--- src/pfs_pkg.sv ---
// ----------------------------------------------------------------------------
// pfs_pkg
// shared types and constants for the pump fill sequencer
// ----------------------------------------------------------------------------
package pfs_pkg;

  localparam int unsigned LEVEL_W   = 12;
  localparam int unsigned CFG_W     = 16;
  localparam int unsigned CFG_IDX_W = 3;

  localparam logic [5:0] GUARD_MS = 6'd50;

  localparam logic [15:0] MAX_RUN_RST   = 16'd15000;
  localparam logic [15:0] MAX_FLUSH_RST = 16'd60000;
  localparam logic [15:0] RETRACT_RST   = 16'd1500;
  localparam logic [7:0]  BLINK_ON_RST  = 8'd200;
  localparam logic [7:0]  BLINK_OFF_RST = 8'd150;

  typedef enum logic [2:0] {
    MODE_IDLE    = 3'd0,
    MODE_RUN     = 3'd1,
    MODE_RETRACT = 3'd2,
    MODE_FLUSH   = 3'd3,
    MODE_STOP    = 3'd4
  } mode_e;

  typedef enum logic [1:0] {
    RW_NONE  = 2'd0,
    RW_START = 2'd1,
    RW_FLUSH = 2'd2
  } rel_wait_e;

  typedef enum logic [CFG_IDX_W-1:0] {
    REG_MAX_RUN   = 3'd0,
    REG_MAX_FLUSH = 3'd1,
    REG_RETRACT   = 3'd2,
    REG_BLINK_ON  = 3'd3,
    REG_BLINK_OFF = 3'd4
  } cfg_idx_e;

  typedef struct packed {
    logic [15:0] max_run_ms;
    logic [15:0] max_flush_ms;
    logic [15:0] retract_ms;
    logic [7:0]  blink_on_ms;
    logic [7:0]  blink_off_ms;
  } cfg_t;

  typedef struct packed {
    logic        pump_forward;
    logic        pump_reverse;
    logic        led_red;
    logic        led_blue;
    mode_e       mode;
    logic        run_finished;
    logic [31:0] total_run_ms;
    logic [31:0] run_count;
  } res_t;

endpackage

--- src/pfs_cfg_regs.sv ---
// ----------------------------------------------------------------------------
// pfs_cfg_regs
// configuration register file, write only
// ----------------------------------------------------------------------------
module pfs_cfg_regs
  import pfs_pkg::*;
(
  input  logic                 clk_i,
  input  logic                 rst_ni,
  input  logic                 cfg_we_i,
  input  logic [CFG_IDX_W-1:0] cfg_idx_i,
  input  logic [CFG_W-1:0]     cfg_wdata_i,
  output cfg_t                 cfg_o
);

  cfg_t cfg_q;

  always_ff @(posedge clk_i or negedge rst_ni) begin
    if (!rst_ni) begin
      cfg_q.max_run_ms   <= MAX_RUN_RST;
      cfg_q.max_flush_ms <= MAX_FLUSH_RST;
      cfg_q.retract_ms   <= RETRACT_RST;
      cfg_q.blink_on_ms  <= BLINK_ON_RST;
      cfg_q.blink_off_ms <= BLINK_OFF_RST;
    end else if (cfg_we_i) begin
      case (cfg_idx_e'(cfg_idx_i))
        REG_MAX_RUN:   cfg_q.max_run_ms   <= cfg_wdata_i;
        REG_MAX_FLUSH: cfg_q.max_flush_ms <= cfg_wdata_i;
        REG_RETRACT:   cfg_q.retract_ms   <= cfg_wdata_i;
        REG_BLINK_ON:  cfg_q.blink_on_ms  <= cfg_wdata_i[7:0];
        REG_BLINK_OFF: cfg_q.blink_off_ms <= cfg_wdata_i[7:0];
        default: ;
      endcase
    end
  end

  assign cfg_o = cfg_q;

endmodule

--- src/pfs_scale.sv ---
// ----------------------------------------------------------------------------
// pfs_scale
// run time from potentiometer level: level * max_run_ms / 2^LEVEL_BITS
// ----------------------------------------------------------------------------
module pfs_scale
  import pfs_pkg::*;
#(
  parameter int unsigned LEVEL_BITS = 12
) (
  input  logic [LEVEL_W-1:0] level_i,
  input  logic [15:0]        max_run_i,
  output logic [15:0]        run_time_o
);

  localparam int unsigned LV_W = (LEVEL_BITS < LEVEL_W) ? LEVEL_BITS : LEVEL_W;
  localparam int unsigned P_W  = LV_W + 16;

  logic [P_W-1:0] prod;
  logic [P_W-1:0] shifted;

  assign prod       = {{16{1'b0}}, level_i[LV_W-1:0]} * {{LV_W{1'b0}}, max_run_i};
  assign shifted    = prod >> LEVEL_BITS;
  assign run_time_o = shifted[15:0];

endmodule

--- src/pfs_core.sv ---
// ----------------------------------------------------------------------------
// pfs_core
// mode machine, timers, blinking and run totals, one step per tick
// ----------------------------------------------------------------------------
module pfs_core
  import pfs_pkg::*;
(
  input  logic        clk_i,
  input  logic        rst_ni,
  input  logic        step_i,
  input  logic        start_i,
  input  logic        flush_i,
  input  logic        estop_i,
  input  logic [15:0] run_time_i,
  input  cfg_t        cfg_i,
  output res_t        res_o
);

  mode_e       mode_q, mode_d;
  rel_wait_e   rel_wait_q, rel_wait_d;
  logic [15:0] run_timer_q, run_timer_d;
  logic [7:0]  blink_timer_q, blink_timer_d;
  logic        blink_en_q, blink_en_d;
  logic        lamp_q, lamp_d;
  logic        blink_red_q, blink_red_d;
  logic [1:0]  drive_q, drive_d;
  logic [5:0]  guard_q, guard_d;
  logic [31:0] elapsed_q, elapsed_d;
  logic [31:0] total_q, total_d;
  logic [31:0] runs_q, runs_d;
  logic        finished;
  logic        suspended;

  always_comb begin : next_state
    mode_d        = mode_q;
    rel_wait_d    = rel_wait_q;
    run_timer_d   = run_timer_q;
    blink_timer_d = blink_timer_q;
    blink_en_d    = blink_en_q;
    lamp_d        = lamp_q;
    blink_red_d   = blink_red_q;
    drive_d       = drive_q;
    guard_d       = guard_q;
    elapsed_d     = elapsed_q;
    total_d       = total_q;
    runs_d        = runs_q;
    finished      = 1'b0;
    suspended     = 1'b0;

    if (run_timer_d != '0) run_timer_d = run_timer_d - 16'd1;
    if (blink_timer_d != '0) blink_timer_d = blink_timer_d - 8'd1;
    if (mode_q == MODE_RUN || mode_q == MODE_RETRACT || mode_q == MODE_FLUSH) begin
      elapsed_d = elapsed_d + 32'd1;
    end

    if (estop_i) begin
      blink_en_d  = 1'b0;
      lamp_d      = 1'b1;
      blink_red_d = 1'b1;
      drive_d     = 2'b00;
      mode_d      = MODE_STOP;
      rel_wait_d  = RW_NONE;
      guard_d     = '0;
    end

    if (rel_wait_d == RW_START) begin
      suspended = 1'b1;
      if (run_timer_d == '0) drive_d = drive_d & 2'b10;
      if (!start_i) begin
        rel_wait_d = RW_NONE;
        guard_d    = GUARD_MS;
      end
    end else if (rel_wait_d == RW_FLUSH) begin
      suspended = 1'b1;
      if (!start_i) begin
        rel_wait_d = RW_NONE;
        mode_d     = MODE_IDLE;
        total_d    = total_d + elapsed_d;
        runs_d     = runs_d + 32'd1;
        finished   = 1'b1;
      end
    end else if (guard_d != '0) begin
      suspended = 1'b1;
      guard_d   = guard_d - 6'd1;
    end else begin
      case (mode_d)
        MODE_IDLE: begin
          if (start_i) begin
            elapsed_d   = '0;
            drive_d     = 2'b01;
            lamp_d      = 1'b1;
            blink_red_d = 1'b0;
            if (flush_i) begin
              blink_en_d  = 1'b0;
              run_timer_d = cfg_i.max_flush_ms;
              mode_d      = MODE_FLUSH;
            end else begin
              blink_en_d    = 1'b1;
              blink_timer_d = cfg_i.blink_on_ms;
              run_timer_d   = run_time_i;
              mode_d        = MODE_RUN;
            end
            rel_wait_d = RW_START;
            suspended  = 1'b1;
            if (run_timer_d == '0) drive_d = drive_d & 2'b10;
          end
        end
        MODE_RUN: begin
          if (run_timer_d == '0) begin
            drive_d     = 2'b10;
            blink_en_d  = 1'b0;
            lamp_d      = 1'b0;
            run_timer_d = cfg_i.retract_ms;
            mode_d      = MODE_RETRACT;
          end
        end
        MODE_RETRACT: begin
          if (run_timer_d == '0) begin
            drive_d    = 2'b00;
            blink_en_d = 1'b0;
            lamp_d     = 1'b0;
            mode_d     = MODE_IDLE;
            total_d    = total_d + elapsed_d;
            runs_d     = runs_d + 32'd1;
            finished   = 1'b1;
          end
        end
        MODE_FLUSH: begin
          if (start_i || run_timer_d == '0) begin
            drive_d    = drive_d & 2'b10;
            blink_en_d = 1'b0;
            lamp_d     = 1'b0;
            if (start_i) begin
              rel_wait_d = RW_FLUSH;
              suspended  = 1'b1;
            end else begin
              mode_d   = MODE_IDLE;
              total_d  = total_d + elapsed_d;
              runs_d   = runs_d + 32'd1;
              finished = 1'b1;
            end
          end
        end
        MODE_STOP: begin
          if (!estop_i) begin
            blink_en_d = 1'b0;
            lamp_d     = 1'b0;
            mode_d     = MODE_IDLE;
          end
        end
        default: ;
      endcase
    end

    if (!suspended && blink_en_d && blink_timer_d == '0) begin
      if (lamp_d) begin
        lamp_d        = 1'b0;
        blink_timer_d = cfg_i.blink_off_ms;
      end else begin
        lamp_d        = 1'b1;
        blink_timer_d = cfg_i.blink_on_ms;
      end
    end
  end

  always_comb begin : outputs
    res_o.pump_forward = drive_d[0];
    res_o.pump_reverse = drive_d[1];
    res_o.led_red      = lamp_d && blink_red_d;
    res_o.led_blue     = lamp_d && !blink_red_d;
    res_o.mode         = mode_d;
    res_o.run_finished = finished;
    res_o.total_run_ms = total_d;
    res_o.run_count    = runs_d;
  end

  always_ff @(posedge clk_i or negedge rst_ni) begin
    if (!rst_ni) begin
      mode_q        <= MODE_STOP;
      rel_wait_q    <= RW_NONE;
      run_timer_q   <= '0;
      blink_timer_q <= '0;
      blink_en_q    <= 1'b0;
      lamp_q        <= 1'b0;
      blink_red_q   <= 1'b0;
      drive_q       <= 2'b00;
      guard_q       <= '0;
      elapsed_q     <= '0;
      total_q       <= '0;
      runs_q        <= '0;
    end else if (step_i) begin
      mode_q        <= mode_d;
      rel_wait_q    <= rel_wait_d;
      run_timer_q   <= run_timer_d;
      blink_timer_q <= blink_timer_d;
      blink_en_q    <= blink_en_d;
      lamp_q        <= lamp_d;
      blink_red_q   <= blink_red_d;
      drive_q       <= drive_d;
      guard_q       <= guard_d;
      elapsed_q     <= elapsed_d;
      total_q       <= total_d;
      runs_q        <= runs_d;
    end
  end

  a_guard_no_wait: assert property (@(posedge clk_i) disable iff (!rst_ni)
    guard_q != '0 |-> rel_wait_q == RW_NONE)
    else $error("guard running while waiting for release");

  a_flush_wait_mode: assert property (@(posedge clk_i) disable iff (!rst_ni)
    rel_wait_q == RW_FLUSH |-> mode_q == MODE_FLUSH)
    else $error("flush end wait outside flushing");

  a_count_step: assert property (@(posedge clk_i) disable iff (!rst_ni)
    step_i && finished |=> runs_q == $past(runs_q) + 32'd1)
    else $error("run count not advanced on finished run");

endmodule

--- src/pump_fill_sequencer.sv ---
// ----------------------------------------------------------------------------
// pump_fill_sequencer
// pump fill sequencer stepped by one 1 ms tick item
//
//   channel   signals                                 direction
//   in        in_valid_i / in_ready_o, tick fields    sink
//   out       out_valid_o / out_ready_i, result       source
//   cfg       cfg_we_i, cfg_idx_i, cfg_wdata_i        sink, write only
//
// one item per cycle sustained unless the result stalls; the level scaling
// multiply sits before the input register, which feeds the result register
// reset puts the sequencer in stop mode with zero totals and default config
// a stalled result holds in the result register while the next item waits in
// the input register; in_ready_o drops only when both are full and stalled
// ----------------------------------------------------------------------------
module pump_fill_sequencer
  import pfs_pkg::*;
#(
  parameter int unsigned LEVEL_BITS = 12
) (
  input  logic                 clk_i,
  input  logic                 rst_ni,
  input  logic                 in_valid_i,
  output logic                 in_ready_o,
  input  logic                 start_pressed_i,
  input  logic                 flush_selected_i,
  input  logic                 estop_active_i,
  input  logic [LEVEL_W-1:0]   level_i,
  output logic                 out_valid_o,
  input  logic                 out_ready_i,
  output logic                 pump_forward_o,
  output logic                 pump_reverse_o,
  output logic                 led_red_o,
  output logic                 led_blue_o,
  output logic [2:0]           mode_o,
  output logic                 run_finished_o,
  output logic [31:0]          total_run_ms_o,
  output logic [31:0]          run_count_o,
  input  logic                 cfg_we_i,
  input  logic [CFG_IDX_W-1:0] cfg_idx_i,
  input  logic [CFG_W-1:0]     cfg_wdata_i
);

  cfg_t        cfg;
  logic [15:0] run_time;
  res_t        res;

  logic        s1_valid_q;
  logic        s1_start_q;
  logic        s1_flush_q;
  logic        s1_estop_q;
  logic [15:0] s1_run_time_q;
  logic        out_valid_q;
  res_t        res_q;

  logic        out_free;
  logic        step;
  logic        in_acc;

  pfs_cfg_regs u_cfg (
    .clk_i       (clk_i),
    .rst_ni      (rst_ni),
    .cfg_we_i    (cfg_we_i),
    .cfg_idx_i   (cfg_idx_i),
    .cfg_wdata_i (cfg_wdata_i),
    .cfg_o       (cfg)
  );

  pfs_scale #(
    .LEVEL_BITS (LEVEL_BITS)
  ) u_scale (
    .level_i    (level_i),
    .max_run_i  (cfg.max_run_ms),
    .run_time_o (run_time)
  );

  assign out_free   = !out_valid_q || out_ready_i;
  assign step       = s1_valid_q && out_free;
  assign in_ready_o = !s1_valid_q || out_free;
  assign in_acc     = in_valid_i && in_ready_o;

  always_ff @(posedge clk_i or negedge rst_ni) begin
    if (!rst_ni) begin
      s1_valid_q <= 1'b0;
    end else if (in_ready_o) begin
      s1_valid_q <= in_valid_i;
    end
  end

  always_ff @(posedge clk_i) begin
    if (in_acc) begin
      s1_start_q    <= start_pressed_i;
      s1_flush_q    <= flush_selected_i;
      s1_estop_q    <= estop_active_i;
      s1_run_time_q <= run_time;
    end
  end

  pfs_core u_core (
    .clk_i      (clk_i),
    .rst_ni     (rst_ni),
    .step_i     (step),
    .start_i    (s1_start_q),
    .flush_i    (s1_flush_q),
    .estop_i    (s1_estop_q),
    .run_time_i (s1_run_time_q),
    .cfg_i      (cfg),
    .res_o      (res)
  );

  always_ff @(posedge clk_i or negedge rst_ni) begin
    if (!rst_ni) begin
      out_valid_q <= 1'b0;
    end else if (out_free) begin
      out_valid_q <= s1_valid_q;
    end
  end

  always_ff @(posedge clk_i) begin
    if (step) begin
      res_q <= res;
    end
  end

  assign out_valid_o    = out_valid_q;
  assign pump_forward_o = res_q.pump_forward;
  assign pump_reverse_o = res_q.pump_reverse;
  assign led_red_o      = res_q.led_red;
  assign led_blue_o     = res_q.led_blue;
  assign mode_o         = res_q.mode;
  assign run_finished_o = res_q.run_finished;
  assign total_run_ms_o = res_q.total_run_ms;
  assign run_count_o    = res_q.run_count;

  a_one_lamp: assert property (@(posedge clk_i) disable iff (!rst_ni)
    out_valid_o |-> !(led_red_o && led_blue_o))
    else $error("red and blue lamps lit together");

  a_one_drive: assert property (@(posedge clk_i) disable iff (!rst_ni)
    out_valid_o |-> !(pump_forward_o && pump_reverse_o))
    else $error("forward and reverse drive together");

  a_finish_idle: assert property (@(posedge clk_i) disable iff (!rst_ni)
    out_valid_o && run_finished_o |-> mode_o == MODE_IDLE)
    else $error("run finished outside idle mode");

endmodule

--- config.mk ---
export PLATFORM = sky130hd
export DESIGN_NAME = pump_fill_sequencer
export DESIGN_NICKNAME = d
export VERILOG_FILES = /design/src/pfs_pkg.sv /design/src/pfs_cfg_regs.sv /design/src/pfs_scale.sv /design/src/pfs_core.sv /design/src/pump_fill_sequencer.sv
export SDC_FILE = /design/constraint.sdc
export NUM_CORES = 1
export LEC_CHECK = 0
export ABC_AREA = 1
export ABC_CLOCK_PERIOD_IN_PS = 15200
export BUFFER_PORTS_ARGS = -buffer_cell sky130_fd_sc_hd__buf_4
export CORE_ASPECT_RATIO = 0.5
export CORE_MARGIN = 2
export CORE_UTILIZATION = 50
export DETAILED_ROUTE_END_ITERATION = 8
export GPL_TIMING_DRIVEN = 0
export PLACE_DENSITY = 0.75
export SYNTH_ARGS = -nofsm -noshare
export SYNTH_HDL_FRONTEND = slang
export SYNTH_SLANG_ARGS = --single-unit
--- constraint.sdc ---
create_clock -name clk_i -period 15.2 [get_ports clk_i]
set_input_delay 3.04 -clock clk_i [delete_from_list [all_inputs] [get_ports clk_i]]
set_output_delay 3.04 -clock clk_i [all_outputs]
set_load 0.02 [all_outputs]
==> run metrics <==
die width 318 um; cts repair resizes 0; WP data arrival a little under 9 ns; share of cells above drive strength 1 under 10%; CP Capture Type flop; critical path class in -> reg; Synth Cell Area 24700 sq um; Remaining DRCs 0; port buffer count 101; Worst path max stage delay 0.56 ns; initial core utilization 50.7%; YS warnings 0; Hold Crit Class reg -> reg; clock slew at reported path FFs approximately 0.070 ns; Worst-Margin Slew 1.06 ns; Synth Register Bits a little under 300; CP Buf/Inv Count 6; register area 7820 sq um; DR WL/cell 18.7 um; later-pin clock latency in the skew report approximately 0.6 ns; num rows 57; Max IR drop VDD 0.152 mV; cell mode on critical path fa_1; status finished clean; global-route wire length before repair between 100000 and 150000 um; Antenna Cells 0; drt total wl 77100 um; Top Family by Delay on Critical Path adder cells; DIE AREA 51200 sq um; clk root buf clkbuf_16; fill count approximately 4600; Via density 5.65; Hold Buf Count CTS 0; crit path time final 8.32 ns; unrepaired setup endpoints after global routing no; dominant synthesized flop cell dfrtp_1; Layout Nets 3739; pin count of the biggest net entering global routing 111; Avg Cell Area, Syn between 7 and 8 sq um; Area Overhead vs Synth 10.4%; Mapped Cells between 3000 and 4000; Tot GR Track Use 29.9%; GRT overflow 0; crit-path max FO 10; Seq/Total Area, Yosys between 30% and 40%; clk_skew about 0.011 ns; Max Transition Viols Final 0; DR iter-0 viols 2917; highest clock rate between 100 and 150 MHz; MaxCap Viol Count 0; final hold viol count 0; CTS tree yes; final worst-path cycle share 54.8%; Syn Nets 3604; setup violators final 0; die height between 150 and 200 um; GPL Wtd Cong 0.985; Distinct cells, synth 55; P per Cell Area 196 nW/um^2; ys async rst share 68.9%; Finished Core Util between 50% and 60%; vias roughly 23000; Setup TNS 0 ns; core area 48600 sq um; Setup crit start kind primary input; area of the multi-input gates roughly 14000 sq um; Worst slew margin 29.7%; DP HPWL 59100 um; Worst path slowest cell fa_1; I/O pins 113; clk buf depth 3; First-pass DRT Iterations 6; Setup Fix Bufs, Post-CTS 0; total CTS buffers 30; sequence of cells on the critical path clkbuf_1 -> clkbuf_1 -> nand2_1 -> fa_1 -> inv_1 -> fa_1 -> fa_1 -> fa_1 -> inv_1 -> fa_1 -> inv_1 -> ha_1 -> nand2_1 -> nor2_1 -> inv_1 -> nor3_1 -> a21oi_1 -> o21ai_0 -> nand2_1 -> o211ai_1 -> a21oi_1 -> xnor2_1; Final ANT Viol Nets 0; required time of the worst setup path 15.53 ns; vias in the first global route about 23000; initial antenna violation count 0; CTS Sinks 293; H-tree depth 1; Leakage 13.0 nW; EDFF count, synth 91
[cells in the mapped netlist (all sizes together) (31+ instances only)]
library cell / instances / share of area (%)
nand2: 937 / 15
inv: 484 / 7.4
o21ai: 337 / 7.0
nand3: 224 / 4.7
nor2: 202 / 3.5
dfrtp: 173 / 18
a21oi: 148 / 3.0
fa: 140 / 11
clkbuf: 112 / 1.7
ha: 100 / 5.1
edfxtp: 91 / 11
xor2: 82 / 2.9
nor3: 43 / 0.87
nand4: 35 / 0.89
buf: 31 / 0.75
[per-stage QoR]
stage	total power [mW]	instances	hold WS [ns]	setup WS (ns)	area, sq um
2_1_floorplan	3.68	3325	0.445	7.30	24700
3_3_place_gp	4.47	4075	0.464	6.45	26200
3_5_place_dp	4.54	4077	0.471	6.39	26300
4_1_cts	5.30	4133	0.490	7.00	27200
5_1_grt	5.80	4133	0.518	6.68	27200
6_report	5.34	4133	0.489	6.88	27200
[tightest hold or removal path, stage by stage, from the launching register on]
cell	delay (ns)
dfstp_2	0.37
nand2_1	0.05
o21ai_0	0.07
[kinds of logic after synthesis]
logic type,Yosys count,synth area share [%]
muxes,3,0.122
AOI/OAI and AO/OA,584,12.9
adders and majority gates,240,16.4
buffers and inverters,630,9.87
and+or+nand+nor,1474,25.4
DFF,293,31.7
xor gates and xnor gates,101,3.59
[cells in the final DEF, fill, tap and decap left out, drive strengths merged, types with 25 or more instances in the layout]
cell,count
nand4,35
o22ai,25
ha,100
edfxtp,91
o211ai,26
dfrtp,173
nor3,43
buf,134
a21oi,148
nand3,224
o21ai,337
inv,487
nor2,202
nand2,937
xor2,82
clkbuf,146
fa,140
dfstp,29
[registers in the layout, summed over array words and instances, names as in the netlist, 2 cells and up]
register and cells:
total_run_ms_o 32, u_core.runs_q 32, s1_run_time_q 16, u_core.run_timer_q 16
u_core.blink_timer_q 8, u_core.elapsed_q 32, u_core.total_q 32, u_cfg.cfg_o 64
run_count_o 32, mode_o 3, u_core.drive_q 2, u_core.guard_q 6
u_core.mode_q 3, u_core.rel_wait_q 2
[per-layer routing]
metal  GRT usage, %  part of all wire [%]  vias to the layer above
li1               -                     -                    10972
met1           41.6                    43                    11166
met2           48.6                    45                     1061
met3           4.26                   8.6                      170
met4           9.54                   3.0                        0
met5              0                     0                        -
[power by group]
part | leakage [nW] | switching (mW) | total (mW) | internal, mW
sequential | 3.45 | 0.203 | 1.39 | 1.18
combinational | 9.12 | 2.07 | 3.23 | 1.15
clock | 0.457 | 0.340 | 0.730 | 0.390
total | 13.0 | 2.62 | 5.34 | 2.73
[worst paths after layout]
check	endpoint	slack [ns]	from	depth (start not counted)
max	s1_run_time_q[12]$_DFFE_PP_	6.88	level_i[6]	22
min	u_cfg.cfg_o[22]$_DFFE_PN1P_	0.49	u_cfg.cfg_o[22]$_DFFE_PN1P_	2
max reg2reg	s1_run_time_q[12]$_DFFE_PP_	9.22	u_cfg.cfg_o[57]$_DFFE_PN1P_	21
min reg2reg	u_cfg.cfg_o[22]$_DFFE_PN1P_	0.49	u_cfg.cfg_o[22]$_DFFE_PN1P_	2
max in group asynchronous	u_core.total_q[28]$_DFFE_PN0P_	11.70	rst_ni	2
min in group asynchronous	u_cfg.cfg_o[8]$_DFFE_PN0P_	2.44	rst_ni	1
[area by class of cell]
class / instances / share of cell area [%]
buffer: 143 / 2.24
inverter: 487 / 6.72
clock buffer: 34 / 2.89
timing repair buffer: 103 / 2.99
multi-input combinational: 2402 / 52.9
sequential: 293 / 28.7
tap: 649 / 2.98
clock inverter: 22 / 0.551
Note: power is estimated with default switching activity, not from simulation.
